**src/arq_pkg.sv**
```systemverilog
// Package for the array range query engine.
// Holds sizes, operation and status codes, beat structs and the sequencer states.
// No dependencies.
package arq_pkg;

  localparam int DEPTH  = 256;
  localparam int ADDR_W = $clog2(DEPTH);
  localparam int LEN_W  = $clog2(DEPTH + 1);
  localparam int IDX_W  = 9;
  localparam int VAL_W  = 32;
  localparam int RES_W  = 40;

  localparam logic [2:0] OP_SUM = 3'd0;
  localparam logic [2:0] OP_MAX = 3'd1;
  localparam logic [2:0] OP_SET = 3'd2;
  localparam logic [2:0] OP_ADD = 3'd3;
  localparam logic [2:0] OP_INS = 3'd4;
  localparam logic [2:0] OP_ERA = 3'd5;

  typedef enum logic [1:0] {
    ST_OK    = 2'd0,
    ST_RANGE = 2'd1,
    ST_FULL  = 2'd2
  } status_t;

  typedef enum logic [2:0] {
    S_IDLE,
    S_RD,
    S_EX,
    S_PUT,
    S_DONE
  } seq_state_t;

  typedef struct packed {
    logic [2:0]              operation;
    logic [IDX_W-1:0]        start_index;
    logic [IDX_W-1:0]        stop_index;
    logic signed [VAL_W-1:0] value;
  } in_beat_t;

  typedef struct packed {
    logic signed [RES_W-1:0] result;
    logic [1:0]              status;
  } out_beat_t;

  typedef struct packed {
    logic              rd_en;
    logic [ADDR_W-1:0] rd_addr;
    logic              wr_en;
    logic [ADDR_W-1:0] wr_addr;
    logic [VAL_W-1:0]  wr_data;
  } mem_req_t;

endpackage

```
**src/arq_seq.sv**
```systemverilog
// Sequencer: checks a request, then walks the entries one at a time.
// Drives the store and the shared unit and holds the length. Depends on arq_pkg.
module arq_seq import arq_pkg::*; (
  input  logic                    clk,
  input  logic                    rst_n,
  input  logic                    in_valid,
  output logic                    in_stall,
  input  in_beat_t                in_data,
  output logic                    out_valid,
  input  logic                    out_stall,
  output out_beat_t               out_data,
  output mem_req_t                req,
  input  logic [VAL_W-1:0]        rd_data,
  output logic [2:0]              alu_op,
  output logic signed [RES_W-1:0] alu_acc,
  output logic [VAL_W-1:0]        alu_operand,
  input  logic signed [RES_W-1:0] alu_y
);

  seq_state_t state_r, state_nxt;
  logic [2:0]              op_r, op_nxt;
  logic [IDX_W-1:0]        k_r, k_nxt;
  logic [IDX_W-1:0]        end_r, end_nxt;
  logic [VAL_W-1:0]        val_r, val_nxt;
  logic signed [RES_W-1:0] acc_r, acc_nxt;
  status_t                 status_r, status_nxt;
  logic [LEN_W-1:0]        len_r, len_nxt;
  logic                    out_valid_r, out_valid_nxt;
  out_beat_t               out_data_r, out_data_nxt;

  logic             accept;
  logic             range_ok;
  status_t          chk_status;
  seq_state_t       start_state;
  logic [IDX_W-1:0] k0, end0;
  logic [LEN_W-1:0] len0;
  logic [IDX_W-1:0] lo, hi, len_i;
  logic [IDX_W-1:0] rd_idx;
  logic [IDX_W-1:0] k_inc, k_dec;
  logic             can_emit;

  assign in_stall  = (state_r != S_IDLE);
  assign accept    = in_valid && !in_stall;
  assign can_emit  = !out_valid_r || !out_stall;
  assign out_valid = out_valid_r;
  assign out_data  = out_data_r;
  assign k_inc     = k_r + 1'b1;
  assign k_dec     = k_r - 1'b1;

  always_comb begin
    lo          = in_data.start_index;
    hi          = in_data.stop_index;
    len_i       = IDX_W'(len_r);
    range_ok    = (lo <= hi) && (hi <= len_i);
    chk_status  = ST_OK;
    start_state = S_DONE;
    k0          = lo;
    end0        = hi;
    len0        = len_r;
    case (in_data.operation)
      OP_SUM, OP_MAX, OP_ADD: begin
        if (!range_ok) begin
          chk_status = ST_RANGE;
        end else if (lo != hi) begin
          start_state = S_RD;
        end
      end
      OP_SET: begin
        if (!range_ok) begin
          chk_status = ST_RANGE;
        end else if (lo != hi) begin
          start_state = S_PUT;
        end
      end
      OP_INS: begin
        end0 = lo + 1'b1;
        if (lo > len_i) begin
          chk_status = ST_RANGE;
        end else if (len_r == LEN_W'(DEPTH)) begin
          chk_status = ST_FULL;
        end else begin
          len0 = len_r + 1'b1;
          if (lo == len_i) begin
            start_state = S_PUT;
          end else begin
            start_state = S_RD;
            k0          = len_i;
          end
        end
      end
      OP_ERA: begin
        end0 = len_i - 1'b1;
        if (lo >= len_i) begin
          chk_status = ST_RANGE;
        end else begin
          len0 = len_r - 1'b1;
          if (lo + 1'b1 != len_i) begin
            start_state = S_RD;
          end
        end
      end
      default: chk_status = ST_RANGE;
    endcase
  end

  always_comb begin
    state_nxt = state_r;
    case (state_r)
      S_IDLE: begin
        if (accept) begin
          state_nxt = start_state;
        end
      end
      S_RD: state_nxt = S_EX;
      S_EX: begin
        if (op_r == OP_INS) begin
          state_nxt = (k_r == end_r) ? S_PUT : S_RD;
        end else begin
          state_nxt = (k_inc == end_r) ? S_DONE : S_RD;
        end
      end
      S_PUT:   state_nxt = (k_inc == end_r) ? S_DONE : S_PUT;
      S_DONE: begin
        if (can_emit) begin
          state_nxt = S_IDLE;
        end
      end
      default: state_nxt = S_IDLE;
    endcase
  end

  always_comb begin
    op_nxt        = op_r;
    k_nxt         = k_r;
    end_nxt       = end_r;
    val_nxt       = val_r;
    acc_nxt       = acc_r;
    status_nxt    = status_r;
    len_nxt       = len_r;
    out_valid_nxt = out_valid_r && out_stall;
    out_data_nxt  = out_data_r;
    req           = '0;
    case (op_r)
      OP_INS:  rd_idx = k_dec;
      OP_ERA:  rd_idx = k_inc;
      default: rd_idx = k_r;
    endcase
    case (state_r)
      S_IDLE: begin
        if (accept) begin
          op_nxt     = in_data.operation;
          k_nxt      = k0;
          end_nxt    = end0;
          val_nxt    = in_data.value;
          acc_nxt    = '0;
          status_nxt = chk_status;
          len_nxt    = len0;
        end
      end
      S_RD: begin
        req.rd_en   = 1'b1;
        req.rd_addr = rd_idx[ADDR_W-1:0];
      end
      S_EX: begin
        req.wr_addr = k_r[ADDR_W-1:0];
        case (op_r)
          OP_SUM, OP_MAX: acc_nxt = alu_y;
          OP_ADD: begin
            req.wr_en   = 1'b1;
            req.wr_data = alu_y[VAL_W-1:0];
          end
          default: begin
            req.wr_en   = 1'b1;
            req.wr_data = rd_data;
          end
        endcase
        k_nxt = (op_r == OP_INS) ? k_dec : k_inc;
      end
      S_PUT: begin
        req.wr_en   = 1'b1;
        req.wr_addr = k_r[ADDR_W-1:0];
        req.wr_data = val_r;
        k_nxt       = k_inc;
      end
      S_DONE: begin
        if (can_emit) begin
          out_valid_nxt       = 1'b1;
          out_data_nxt.result = acc_r;
          out_data_nxt.status = status_r;
        end
      end
      default: ;
    endcase
  end

  assign alu_op      = op_r;
  assign alu_acc     = acc_r;
  assign alu_operand = val_r;

  always_ff @(posedge clk) begin
    if (!rst_n) begin
      state_r     <= S_IDLE;
      len_r       <= LEN_W'(1);
      out_valid_r <= 1'b0;
    end else begin
      state_r     <= state_nxt;
      len_r       <= len_nxt;
      out_valid_r <= out_valid_nxt;
    end
  end

  always_ff @(posedge clk) begin
    op_r       <= op_nxt;
    k_r        <= k_nxt;
    end_r      <= end_nxt;
    val_r      <= val_nxt;
    acc_r      <= acc_nxt;
    status_r   <= status_nxt;
    out_data_r <= out_data_nxt;
  end

endmodule

```
**config.mk**
```make
export PLATFORM = sky130hd
export DESIGN_NAME = arq_seq
export DESIGN_NICKNAME = d
export VERILOG_FILES = /design/src/arq_pkg.sv /design/src/arq_seq.sv
export SDC_FILE = /design/constraint.sdc
export NUM_CORES = 1
export LEC_CHECK = 0
export ABC_AREA = 0
export BUFFER_PORTS_ARGS = -buffer_cell sky130_fd_sc_hd__clkbuf_2
export CORE_MARGIN = 2
export CORE_UTILIZATION = 45
export DETAILED_ROUTE_END_ITERATION = 10
export GPL_ROUTABILITY_DRIVEN = 0
export PLACE_DENSITY = 0.83
export SETUP_SLACK_MARGIN = 0.02
export SLEW_MARGIN = 20
export SYNTH_ARGS = -nofsm -noshare
export SYNTH_HDL_FRONTEND = slang
export SYNTH_SLANG_ARGS = --single-unit
```
**constraint.sdc**
```tcl
create_clock -name clk -period 8.65 [get_ports clk]
set_input_delay 1.73 -clock clk [delete_from_list [all_inputs] [get_ports clk]]
set_output_delay 1.73 -clock clk [all_outputs]
set_load 0.005 [all_outputs]
```
Word level (Yosys, flattened, before mapping) --
Index checks and enable logic that the tools add are counted. W data, S select, Z words.
Word-level totals: output and inout bits 169, bits in registers 150, logic and storage cells 112
Cells by class: reductions and logical operators 23, multiplexer cells 44, $add $sub $neg 5, equal/unequal tests 25, order comparisons 4
Operators by type and width (count):
- $mux W9 | 10
- $pmux W41 S2 | 1
- $mux W40 | 2
- $pmux W40 S2 | 1
- $pmux W32 S2 | 1
- $mux W3 | 13
- $pmux W9 S2 | 2
- $add A9 B1 Y9 const B | 3
- $eq A9 B9 Y1 | 3
- $pmux W9 S3 | 1
- $le A9 B9 Y1 | 2
- $ne A9 B9 Y1 | 2
- $sub A9 B1 Y9 const B | 2
- $pmux W8 S2 | 1
- $eq A3 B2 Y1 const B | 5
- $eq A3 B3 Y1 const B | 5
- $pmux W3 S5 | 1
- $ne A2 B2 Y1 const B | 6
- $pmux W3 S4 | 1
- $eq A3 B1 Y1 const B | 3
- $eq A9 B9 Y1 const B | 1
- $ge A9 B9 Y1 | 1
- $gt A9 B9 Y1 | 1
- $logic_not A3 Y1 | 3
- 14 further kinds | 30

Longest topological paths before layout --
Gate-level depths: netlist (run 1).
depth after elaboration 7, gate-level depth with buffers 11, gate-level depth less buffers 9

Least setup slack after synthesis (run 1) --
Ideal clock, no wire load.
path kind in2reg, start input port in_valid, end register acc_r[0] (netlist: alu_acc[0]) (enable), data arrival time 4525 ps, path buffers 0, slack 3638 ps, stages 2, data required time 8163 ps, path through mux2i_1 > nor3_1
Between the ends: cells in the longest elaborated chain, start to end 3
Ends and longest elaborated chain:
- start: declaration | RTL line arq_seq.sv:6 | input logic in_valid,
- $logic_and A1 B1 Y1 | RTL line arq_seq.sv:43 | assign accept = in_valid && !in_stall;
- $ne A2 B2 Y1 (no source line)
- $reduce_and A3 Y1 (no source line)
- end signal: assignment | RTL line arq_seq.sv:217 | acc_r <= acc_nxt;
- end: declaration | RTL line arq_seq.sv:25 | logic signed [RES_W-1:0] acc_r, acc_nxt;
Every way passes these cells. A chain may end at the register's enable or synchronous reset.

==> results of run 1 <==
==> kinds of logic after synthesis <==
family	Yosys count	share of synthesized area [%]
flops	150	53.7
simple gates	295	18.7
fa+ha+maj	32	4.92
buf+inv	74	3.66
xor+xnor	51	5.49
mux	15	1.84
compound gates	141	11.7
==> layer usage <==
layer	vias to the layer above	GRT usage (%)	part of all wire, %
li1	3345	-	-
met1	3478	33.9	37
met2	533	44.5	49
met3	77	5.72	10
met4	0	11.2	3.7
met5	-	0	0
==> area by class of cell <==
class / count / area [um2] / area share [%]
tap: 229 / 287 / 2.75
sequential: 150 / 4370 / 42.0
clock buffer: 18 / 429 / 4.12
timing repair buffer: 304 / 1540 / 14.8
multi-input combinational: 534 / 3490 / 33.6
inverter: 31 / 118 / 1.13
antenna: 1 / 2.50 / 0.0240
clock inverter: 13 / 169 / 1.62
==> registers in the layout, indices dropped and copies added (netlist names) <==
name and cells:
state_r 3, k_r 9, alu_operand 32, alu_acc 40, out_valid 1, alu_op 3, out_data 42, status_r 2
end_r 9, len_i 9
==> path summary, 6_finish.rpt <==
kind	from	end	slack [ns]
setup / recovery	k_r[2]	req[48]	4.09
hold / removal	status_r[1]	out_data[1]	0.43
setup reg to reg	len_i[4]	k_r[7]	5.48
hold reg to reg	status_r[1]	out_data[1]	0.43
==> critical path: cells and delay by family, from the launching register on <==
family	cells	cell delay (ns)
and+or+nand+nor	4	1.33
DFF	1	0.63
AOI/OAI and AO/OA	1	0.18
buffers and inverters	1	0.14
muxes	1	0.13
==> stage by stage <==
stage               hold WS, ns  instances  worst slack, ns  util, %
finish                    0.427       1280             4.09     58.4
global route              0.441       1280             3.96     58.4
CTS                       0.429       1279             4.09     58.3
detailed placement        0.414       1248             4.44     55.0
global placement          0.404       1248             4.53     55.0
floorplan                 0.400        758             3.64        -
==> cells in the mapped netlist, types with 2 or more instances <==
cell type	n	area share, %
nor2b_1	2	0.15
buf_2	7	0.43
xor2_1	15	1.6
dfxtp_1	13	3.2
nand2b_1	4	0.31
a31oi_1	6	0.46
and3_1	3	0.23
or3_1	9	0.69
o311ai_0	2	0.22
and2_1	55	4.2
or4_1	2	0.18
a221oi_1	5	0.54
a41oi_1	4	0.43
xnor2_1	36	3.9
o211ai_1	4	0.37
a211oi_1	5	0.46
ha_1	32	4.9
nor3_1	18	1.1
a22oi_1	33	3.0
inv_1	31	1.4
nor2_1	37	1.7
nor3_4	2	0.40
nor3_2	3	0.37
a211o_1	2	0.22
nor4_1	6	0.46
nand2_1	112	5.2
o22ai_1	5	0.38
o221a_2	4	0.55
o21ai_0	33	2.0
o21a_1	3	0.28
mux2i_1	15	1.8
edfxtp_1	137	51
nand3_2	2	0.25
nand4_1	17	1.3
a21oi_1	24	1.5
clkbuf_1	33	1.5
or4_4	2	0.28
nand3b_1	5	0.46
nand3_1	10	0.61
==> report_power, final <==
part	internal (uW)	switching, uW	total, uW
Combinational	114	167	281
Sequential	868	49.9	918
Clock	457	303	760
==> results.md, run 1 <==
* Status: finished, final reports clean
* Inserted Clock Buffers at 17
* Via count at 7433
* Die footprint at 19200 um2
* Final setup viols at 0
* CP max stage cell: edfxtp_1
* Vias in the first global route at 6882
* Commonest non-fill, non-tap cell in the layout: clkbuf_2
* Fin crit share at 52.7%
* HPWL Detailed at 19.9 mm
* CP max stage delay at 0.63 ns
* DR DRC count at 0
* Core footprint at 17800 um2
* Syn Nets at 919
* Max clock buf depth at 2
* Clk Latency, worst-skew pair at 0.42 ns
* MaxCap Viol Count at 0
* Worst slew margin at 41.5%
* Async SR Flop Fraction at 0%
* Worst setup EP type: output port
* WP data required at 6.92 ns
* Wire length per cell at 20.4 um
* Setup tns final at 0 ns
* Min cycle time layout at 4.56 ns
* WL final at 26.1 mm
* Top FF cell, synth: edfxtp_1
* Cell Pwr Density at 188 nW/um2
* Worst hold-check path type: register to register
* FMAX at 219 MHz
* PortBufs at 297
* Layout cells sized above 1 at 33.8%
* Startpoint Class: register
* Htree depth at 4
* Tightest Pin Transition at 0.870 ns
* Layout Nets at 1199
* Number of synthesized register bits at 150
* I/O pins at 298
* Fin. Hold Viols at 0
* Die H at 138 um
* Clock Pin Slew Worst Setup and Hold Paths at 0.06 ns
* Pre-Repair DR Iteration Count at 6
* Resized Gates After CTS at 0
* Clk_skew at 0.0157 ns
* CTS tree: yes
* Worst Hold Depth at 0
* Total GRT Usage at 26.7%
* Seq/Total Area, Yosys at 53.7%
* Power Total at 1960 uW
* Post-Syn Instances at 758
* Max-slew violations at 0
* Most frequent cells in the layout: 297 x clkbuf_2, 137 x edfxtp_1, 112 x nand2_1
* Filler cell count at 1510
* Final Cell Area at 10400 um2
* Unrepaired setup endpoints after global routing: false
* Crit-path cells: or2_1 > or4_4 > nor3_2 > mux2i_1 > or3_1 > a21oi_1 > clkbuf_2
* Cell Rows at 49
* Sink Count at 150
* Largest net degree at the start of global routing at 47
* Clock root cell: clkbuf_16
* Die Wd at 138 um
* Number of synthesized flops with an enable pin at 137
* Mapped Area at 8140 um2
* Initial drt markers at 616
* Post-CTS Setup Inserts at 0
* Initial antenna violation count at 1
* Leak at 0.00452 uW
* Crit Path Category: register to output port
* Area grow syn2layout at 27.9%
* Cell variety after synth at 59
* Critical Path AT at 2.83 ns
* R2R cell count at 9
* Ys Warns at 0
* Placement Cell Area at 9810 um2
* Maximum VDD drop at 0.157 mV
* CP max FO at 12
* First-pass GRT wire length at 39.7 mm
* Syn avg cell area at 10.7 um2
* GRT Residual Overflow at 0
* Initial core utilization at 45.6%
* Antenna viol nets, final at 0
* DR vias/cell at 5.81
* Hold-fix buffer count after cts at 0
(Power assumes the default switching activity.)
==> inputs of run 2 (changes only) <==
--- a/config.mk
+++ b/config.mk
@@ -11,7 +11,7 @@
 export CORE_UTILIZATION = 45
 export DETAILED_ROUTE_END_ITERATION = 10
 export GPL_ROUTABILITY_DRIVEN = 0
-export PLACE_DENSITY = 0.83
+export PLACE_DENSITY = 0.86
 export SETUP_SLACK_MARGIN = 0.02
 export SLEW_MARGIN = 20
 export SYNTH_ARGS = -nofsm -noshare
==> constraint.sdc (replaced) <==
create_clock -name clk -period 3.7 [get_ports clk]
set_input_delay 0.74 -clock clk [delete_from_list [all_inputs] [get_ports clk]]
set_output_delay 0.74 -clock clk [all_outputs]
set_load 0.005 [all_outputs]
==> run 2 against run 1 <==
Design area about the same. Register-to-register slack worse by 4.7 ns. Via count down 0.83%. First-iteration DRC count up 13%. Flip-flop and latch count unchanged. Clock skew down 0.0032 ns. Critical path depth unchanged. Hold slack worse by 0.0087 ns. Worst setup slack worse by 3.8 ns. Final cell count up 0.55%. Sequential share of layout area about the same. Clock power up 120%.
==> results.md, run 2 (same netlist as run 1, synthesis figures left out) <==
* Resized Gates After CTS at 0 (unchanged)
* Pre-Repair DR Iteration Count at 8 (was 6)
* Startpoint Class: register (unchanged)
* DR DRC count at 0 (unchanged)
* CP max FO at 12 (unchanged)
* Final Cell Area at 10400 um2 (about the same)
* Core footprint at 17800 um2 (unchanged)
* Commonest non-fill, non-tap cell in the layout: clkbuf_2 (unchanged)
* Unrepaired setup endpoints after global routing: false (unchanged)
* Filler cell count at 1528 (was 1510)
* Clk_skew at 0.0125 ns (was 0.0157 ns)
* Htree depth at 4 (unchanged)
* Inserted Clock Buffers at 17 (unchanged)
* Clk Latency, worst-skew pair at 0.42 ns (about the same)
* Hold-fix buffer count after cts at 0 (unchanged)
* Total GRT Usage at 27.3% (was 26.7%)
* Worst slew margin at 32.2% (was 41.5%)
* Post-CTS Setup Inserts at 0 (unchanged)
* Cell Rows at 49 (unchanged)
* Leak at 0.00452 uW (about the same)
* Largest net degree at the start of global routing at 47 (unchanged)
* Internal reg-to-reg setup slack at 0.82 ns (was 5.48 ns)
* Setup tns final at 0 ns (unchanged)
* Worst setup EP type: output port (unchanged)
* Tightest Pin Transition at 1.01 ns (was 0.870 ns)
* Initial core utilization at 45.6% (unchanged)
* WL final at 26.6 mm (was 26.1 mm)
* Min cycle time layout at 3.42 ns
* Status: finished, final reports clean (unchanged)
* Cell Pwr Density at 428 nW/um2 (was 188 nW/um2)
* Die Wd at 138 um (unchanged)
* Initial drt markers at 696 (was 616)
* Layout Nets at 1204 (was 1199)
* Critical Path AT at 2.68 ns (was 2.83 ns)
* Clock Pin Slew Worst Setup and Hold Paths at 0.06 ns (about the same)
* HPWL Detailed at 20.3 mm (was 19.9 mm)
* Hold Startpoint: status_r[0] (was status_r[1])
* Crit Path Category: register to output port (unchanged)
* MaxCap Viol Count at 0 (unchanged)
* CP max stage cell: edfxtp_1 (unchanged)
* Via count at 7371 (was 7433)
* First-pass GRT wire length at 40.3 mm (was 39.7 mm)
* Layout cells sized above 1 at 34.1% (was 33.8%)
* Final setup viols at 0 (unchanged)
* Fin. Hold Viols at 0 (unchanged)
* CP max stage delay at 0.58 ns (was 0.63 ns)
* CP Buf/Inv Count at 1 (unchanged)
* Antenna viol nets, final at 0 (unchanged)
* Die footprint at 19200 um2 (unchanged)
* Top delay family on crit path: simple AND/OR/NAND/NOR gates (unchanged)
* R2R cell count at 10 (was 9)
* Max-slew violations at 0 (unchanged)
* PortBufs at 297 (unchanged)
* Die H at 138 um (unchanged)
* Reg-to-Reg Start: len_i[6] (was len_i[4])
* Initial antenna violation count at 2 (was 1)
* Max clock buf depth at 2 (unchanged)
* Reg-to-Reg End: k_r[5] (was k_r[7])
* Worst Hold End: out_data[0] (was out_data[1])
* Power Total at 4450 uW (was 1960 uW)
* Worst Hold Depth at 0 (unchanged)
* Area grow syn2layout at 28.0% (was 27.9%)
* Clock root cell: clkbuf_16 (unchanged)
* Core Util, Final at 58.4% (about the same)
* CTS tree: yes (unchanged)
* DR vias/cell at 5.73 (was 5.81)
* Crit-path cells: or2_1 > or4_4 > nor3_2 > mux2i_1 > or3_1 > a21oi_1 > clkbuf_2 (unchanged)
* Vias in the first global route at 7015 (was 6882)
* Fin crit share at 92.3%
* Placement Cell Area at 9850 um2 (was 9810 um2)
* WP data required at 2.96 ns (was 6.92 ns)
* Maximum VDD drop at 0.334 mV (was 0.157 mV)
* Worst hold-check path type: register to register (unchanged)
* FMAX at 293 MHz
* I/O pins at 298 (unchanged)
* GRT Residual Overflow at 0 (unchanged)
* Most frequent cells in the layout: 297 x clkbuf_2, 137 x edfxtp_1, 112 x nand2_1 (unchanged)
* Sink Count at 150 (unchanged)
* Max reg flops at 42 (unchanged)
* Wire length per cell at 20.6 um (was 20.4 um)
run 2: per-stage QoR:
step                setup slack [ns]  cells  hold WS (ns)
global route                  0.0899   1287         0.441
global placement               0.777   1253         0.404
CTS                            0.277   1285         0.421
floorplan                      0.279    758         0.400
detailed placement             0.731   1253         0.406
finish                         0.285   1287         0.418
run 2: worst max path at each step:
stage                     cells after the start     endpoint  slack (ns)       start
after floorplan                               3  out_data[0]        0.28  state_r[0]
after global placement                        7      req[48]        0.78      k_r[2]
after detailed placement                      7      req[48]        0.73      k_r[2]
after CTS                                     7      req[48]        0.28      k_r[2]
after global routing                          7      req[48]        0.09      k_r[2]
final                                         7      req[48]        0.28      k_r[2]
run 2: where the power goes:
group | internal, uW | leakage, uW | total, uW | switching [uW]
clock network | 935 | 0.000267 | 1640 | 706
registers | 2030 | 0.00142 | 2150 | 119
logic | 268 | 0.00283 | 664 | 395
total | 3230 | 0.00452 | 4450 | 1220
run 2: cell type report:
type / instances / area (um2) / share of cell area (%)
Sequential cell: 150 / 4370 / 42.0
Clock inverter: 13 / 124 / 1.19
Multi-Input combinational cell: 534 / 3500 / 33.6
Timing Repair Buffer: 309 / 1580 / 15.1
Inverter: 31 / 118 / 1.13
Clock buffer: 19 / 433 / 4.16
Antenna cell: 2 / 5.00 / 0.0480
Tap cell: 229 / 287 / 2.75
run 2: worst register-to-register path, cell delays in order, from the launching register on:
cell and delay, ns:
dfxtp_1 0.57, inv_1 0.26, ha_1 0.36, nand4_1 0.15, a21oi_1 0.18, o221ai_1 0.16, and2_1 0.20, nand4_1 0.07
buf_4 0.22, mux2i_1 0.33, o22ai_1 0.12
run 2: layer usage:
layer / GRT usage (%) / routed length [um]
met1: 33.7 / 9930
met2: 46.6 / 13200
met3: 5.47 / 2310
met4: 12.1 / 1080
met5: 0 / 0
==> inputs of run 3 (changes only) <==
--- a/config.mk
+++ b/config.mk
@@ -11,7 +11,7 @@
 export CORE_UTILIZATION = 45
 export DETAILED_ROUTE_END_ITERATION = 10
 export GPL_ROUTABILITY_DRIVEN = 0
-export PLACE_DENSITY = 0.86
+export PLACE_DENSITY = 0.83
 export SETUP_SLACK_MARGIN = 0.02
 export SLEW_MARGIN = 20
 export SYNTH_ARGS = -nofsm -noshare
==> constraint.sdc (replaced) <==
create_clock -name clk -period 3.74 [get_ports clk]
set_input_delay 0.748 -clock clk [delete_from_list [all_inputs] [get_ports clk]]
set_output_delay 0.748 -clock clk [all_outputs]
set_load 0.1 [all_outputs]
==> run 3 against run 2 <==
Routed wire length up 1.2%. Power up 19%. Sequential share of layout area down 2.1 points. Non-clock buffer count unchanged. Die area unchanged. Hold slack better by 0.0082 ns.
==> results.md, run 3 (same netlist as run 1, synthesis figures left out) <==
* Cell Pwr Density at 484 nW/um2 (was 428 nW/um2)
* Commonest non-fill, non-tap cell in the layout: clkbuf_2 (unchanged)
* DR DRC count at 0 (unchanged)
* WL final at 26.9 mm (was 26.6 mm)
* Internal reg-to-reg setup slack at 0.89 ns (was 0.82 ns)
* GRT Residual Overflow at 0 (unchanged)
* FMAX at 278 MHz
* Initial drt markers at 613 (was 696)
* Via count at 7314 (was 7371)
* Largest net degree at the start of global routing at 47 (unchanged)
* Sink Count at 150 (unchanged)
* Htree depth at 4 (unchanged)
* Clk_skew at 0.00904 ns (was 0.0125 ns)
* Footprint of the multi-input gates at 3540 um2 (was 3500 um2)
* I/O pins at 298 (unchanged)
* Worst slew margin at 41.0% (was 32.2%)
* Tightest Pin Transition at 0.883 ns (was 1.01 ns)
* Worst Hold Depth at 0 (unchanged)
* Crit Path Category: register to output port (unchanged)
* Clock root cell: clkbuf_16 (unchanged)
* R2R cell count at 10 (unchanged)
* Hold Startpoint: status_r[1] (was status_r[0])
* CP max FO at 7 (was 12)
* Status: finished, final reports clean (unchanged)
* Min cycle time layout at 3.60 ns
* Max clock buf depth at 2 (unchanged)
* Max-slew violations at 0 (unchanged)
* Clock Pin Slew Worst Setup and Hold Paths at 0.07 ns (was 0.06 ns)
* Power Total at 5300 uW (was 4450 uW)
* MaxCap Viol Count at 0 (unchanged)
* Cell Rows at 49 (unchanged)
* Die footprint at 19200 um2 (unchanged)
* Fin crit share at 96.2%
* CTS tree: yes (unchanged)
* Pre-Repair DR Iteration Count at 5 (was 8)
* Unrepaired setup endpoints after global routing: false (unchanged)
* Vias in the first global route at 6861 (was 7015)
* DR vias/cell at 5.69 (was 5.73)
* Filler cell count at 1408 (was 1528)
* Inserted Clock Buffers at 17 (unchanged)
* Area grow syn2layout at 34.6% (was 28.0%)
* Total GRT Usage at 27.6% (was 27.3%)
* Layout Nets at 1204 (unchanged)
* Worst hold-check path type: register to register (unchanged)
* Die H at 138 um (unchanged)
* Post-CTS Setup Inserts at 0 (unchanged)
* Setup tns final at 0 ns (unchanged)
* Startpoint Class: register (unchanged)
* Reg-to-Reg End: k_r[7] (was k_r[5])
* Wire length per cell at 20.9 um (was 20.6 um)
* Worst setup EP type: output port (unchanged)
* Final setup viols at 0 (unchanged)
* Layout cells sized above 1 at 35.4% (was 34.1%)
* First-pass GRT wire length at 40.8 mm (was 40.3 mm)
* Die Wd at 138 um (unchanged)
* Register Area at 4370 um2 (unchanged)
* WP data required at 2.99 ns (was 2.96 ns)
* Fin. Hold Viols at 0 (unchanged)
* Max reg flops at 42 (unchanged)
* Antenna viol nets, final at 0 (unchanged)
* Core footprint at 17800 um2 (unchanged)
* Initial core utilization at 45.6% (unchanged)
* HPWL Detailed at 20.8 mm (was 20.3 mm)
* Initial antenna violation count at 1 (was 2)
* Worst Hold End: out_data[1] (was out_data[0])
* Most frequent cells in the layout: 263 x clkbuf_2, 137 x edfxtp_1, 112 x nand2_1 (was 297 x clkbuf_2, 137 x edfxtp_1, 112 x nand2_1)
* Critical Path AT at 2.85 ns (was 2.68 ns)
* Clk Latency, worst-skew pair at 0.43 ns (was 0.42 ns)
* Maximum VDD drop at 0.367 mV (was 0.334 mV)
* PortBufs at 297 (unchanged)
* Reg-to-Reg Start: len_i[5] (was len_i[6])
* Leak at 0.00464 uW (was 0.00452 uW)
-- run 3: how the worst max path moves through the flow --
| stage | from | endpoint | depth (start not counted) |
|---|---|---|---|
| 2_1_floorplan | alu_op[0] | req[0] | 6 |
| 3_3_place_gp | k_r[0] | req[47] | 8 |
| 3_5_place_dp | k_r[1] | req[47] | 8 |
| 4_1_cts | k_r[1] | req[47] | 8 |
| 5_1_grt | k_r[0] | req[46] | 7 |
| 6_report | k_r[0] | req[46] | 7 |
-- run 3: worst max-delay path, cell delays in order, from the launching register on --
cell	delay, ns
edfxtp_1	0.53
or2_1	0.34
or4_4	0.44
nor2_1	0.10
a21oi_1	0.06
or3_1	0.35
a21oi_2	0.14
clkbuf_2	0.48
-- run 3: layer usage --
metal	part of all wire, %	vias up	track usage [%]
met5	0	-	0
met4	2.9	0	9.67
met3	8.6	65	5.26
met2	50	457	46.7
met1	38	3446	35.8
li1	-	3346	-
-- run 3: layout make-up --
class	count	share of cell area (%)
Antenna cell	1	0.0228
Clock buffer	17	3.88
Clock inverter	15	1.39
Inverter	31	1.07
Multi-Input combinational cell	534	32.3
Sequential cell	150	39.9
Tap cell	229	2.61
Timing Repair Buffer	309	18.8
-- run 3: stage by stage --
stage / instances / cell area, um2 / hold WS, ns / utilization [%] / setup slack (ns)
after global routing: 1286 / 11000 / 0.441 / 61.4 / 0.0217
after detailed placement: 1253 / 10400 / 0.415 / 58.1 / 0.505
after global placement: 1253 / 10400 / 0.406 / 58.1 / 0.622
after floorplan: 758 / 8170 / 0.400 / - / 0.236
final: 1286 / 11000 / 0.426 / 61.4 / 0.142
after CTS: 1285 / 10900 / 0.426 / 61.3 / 0.0564
-- run 3: what timing repair did --
action | in CTS | in global routing
setup endpoints to repair | 0 | 1
hold buffers | 0 | 0
resized for setup | 0 | 3
-- run 3: power by group --
part,internal (uW),switching [uW]
registers,2010,112
clock network,888,767
logic,291,1230
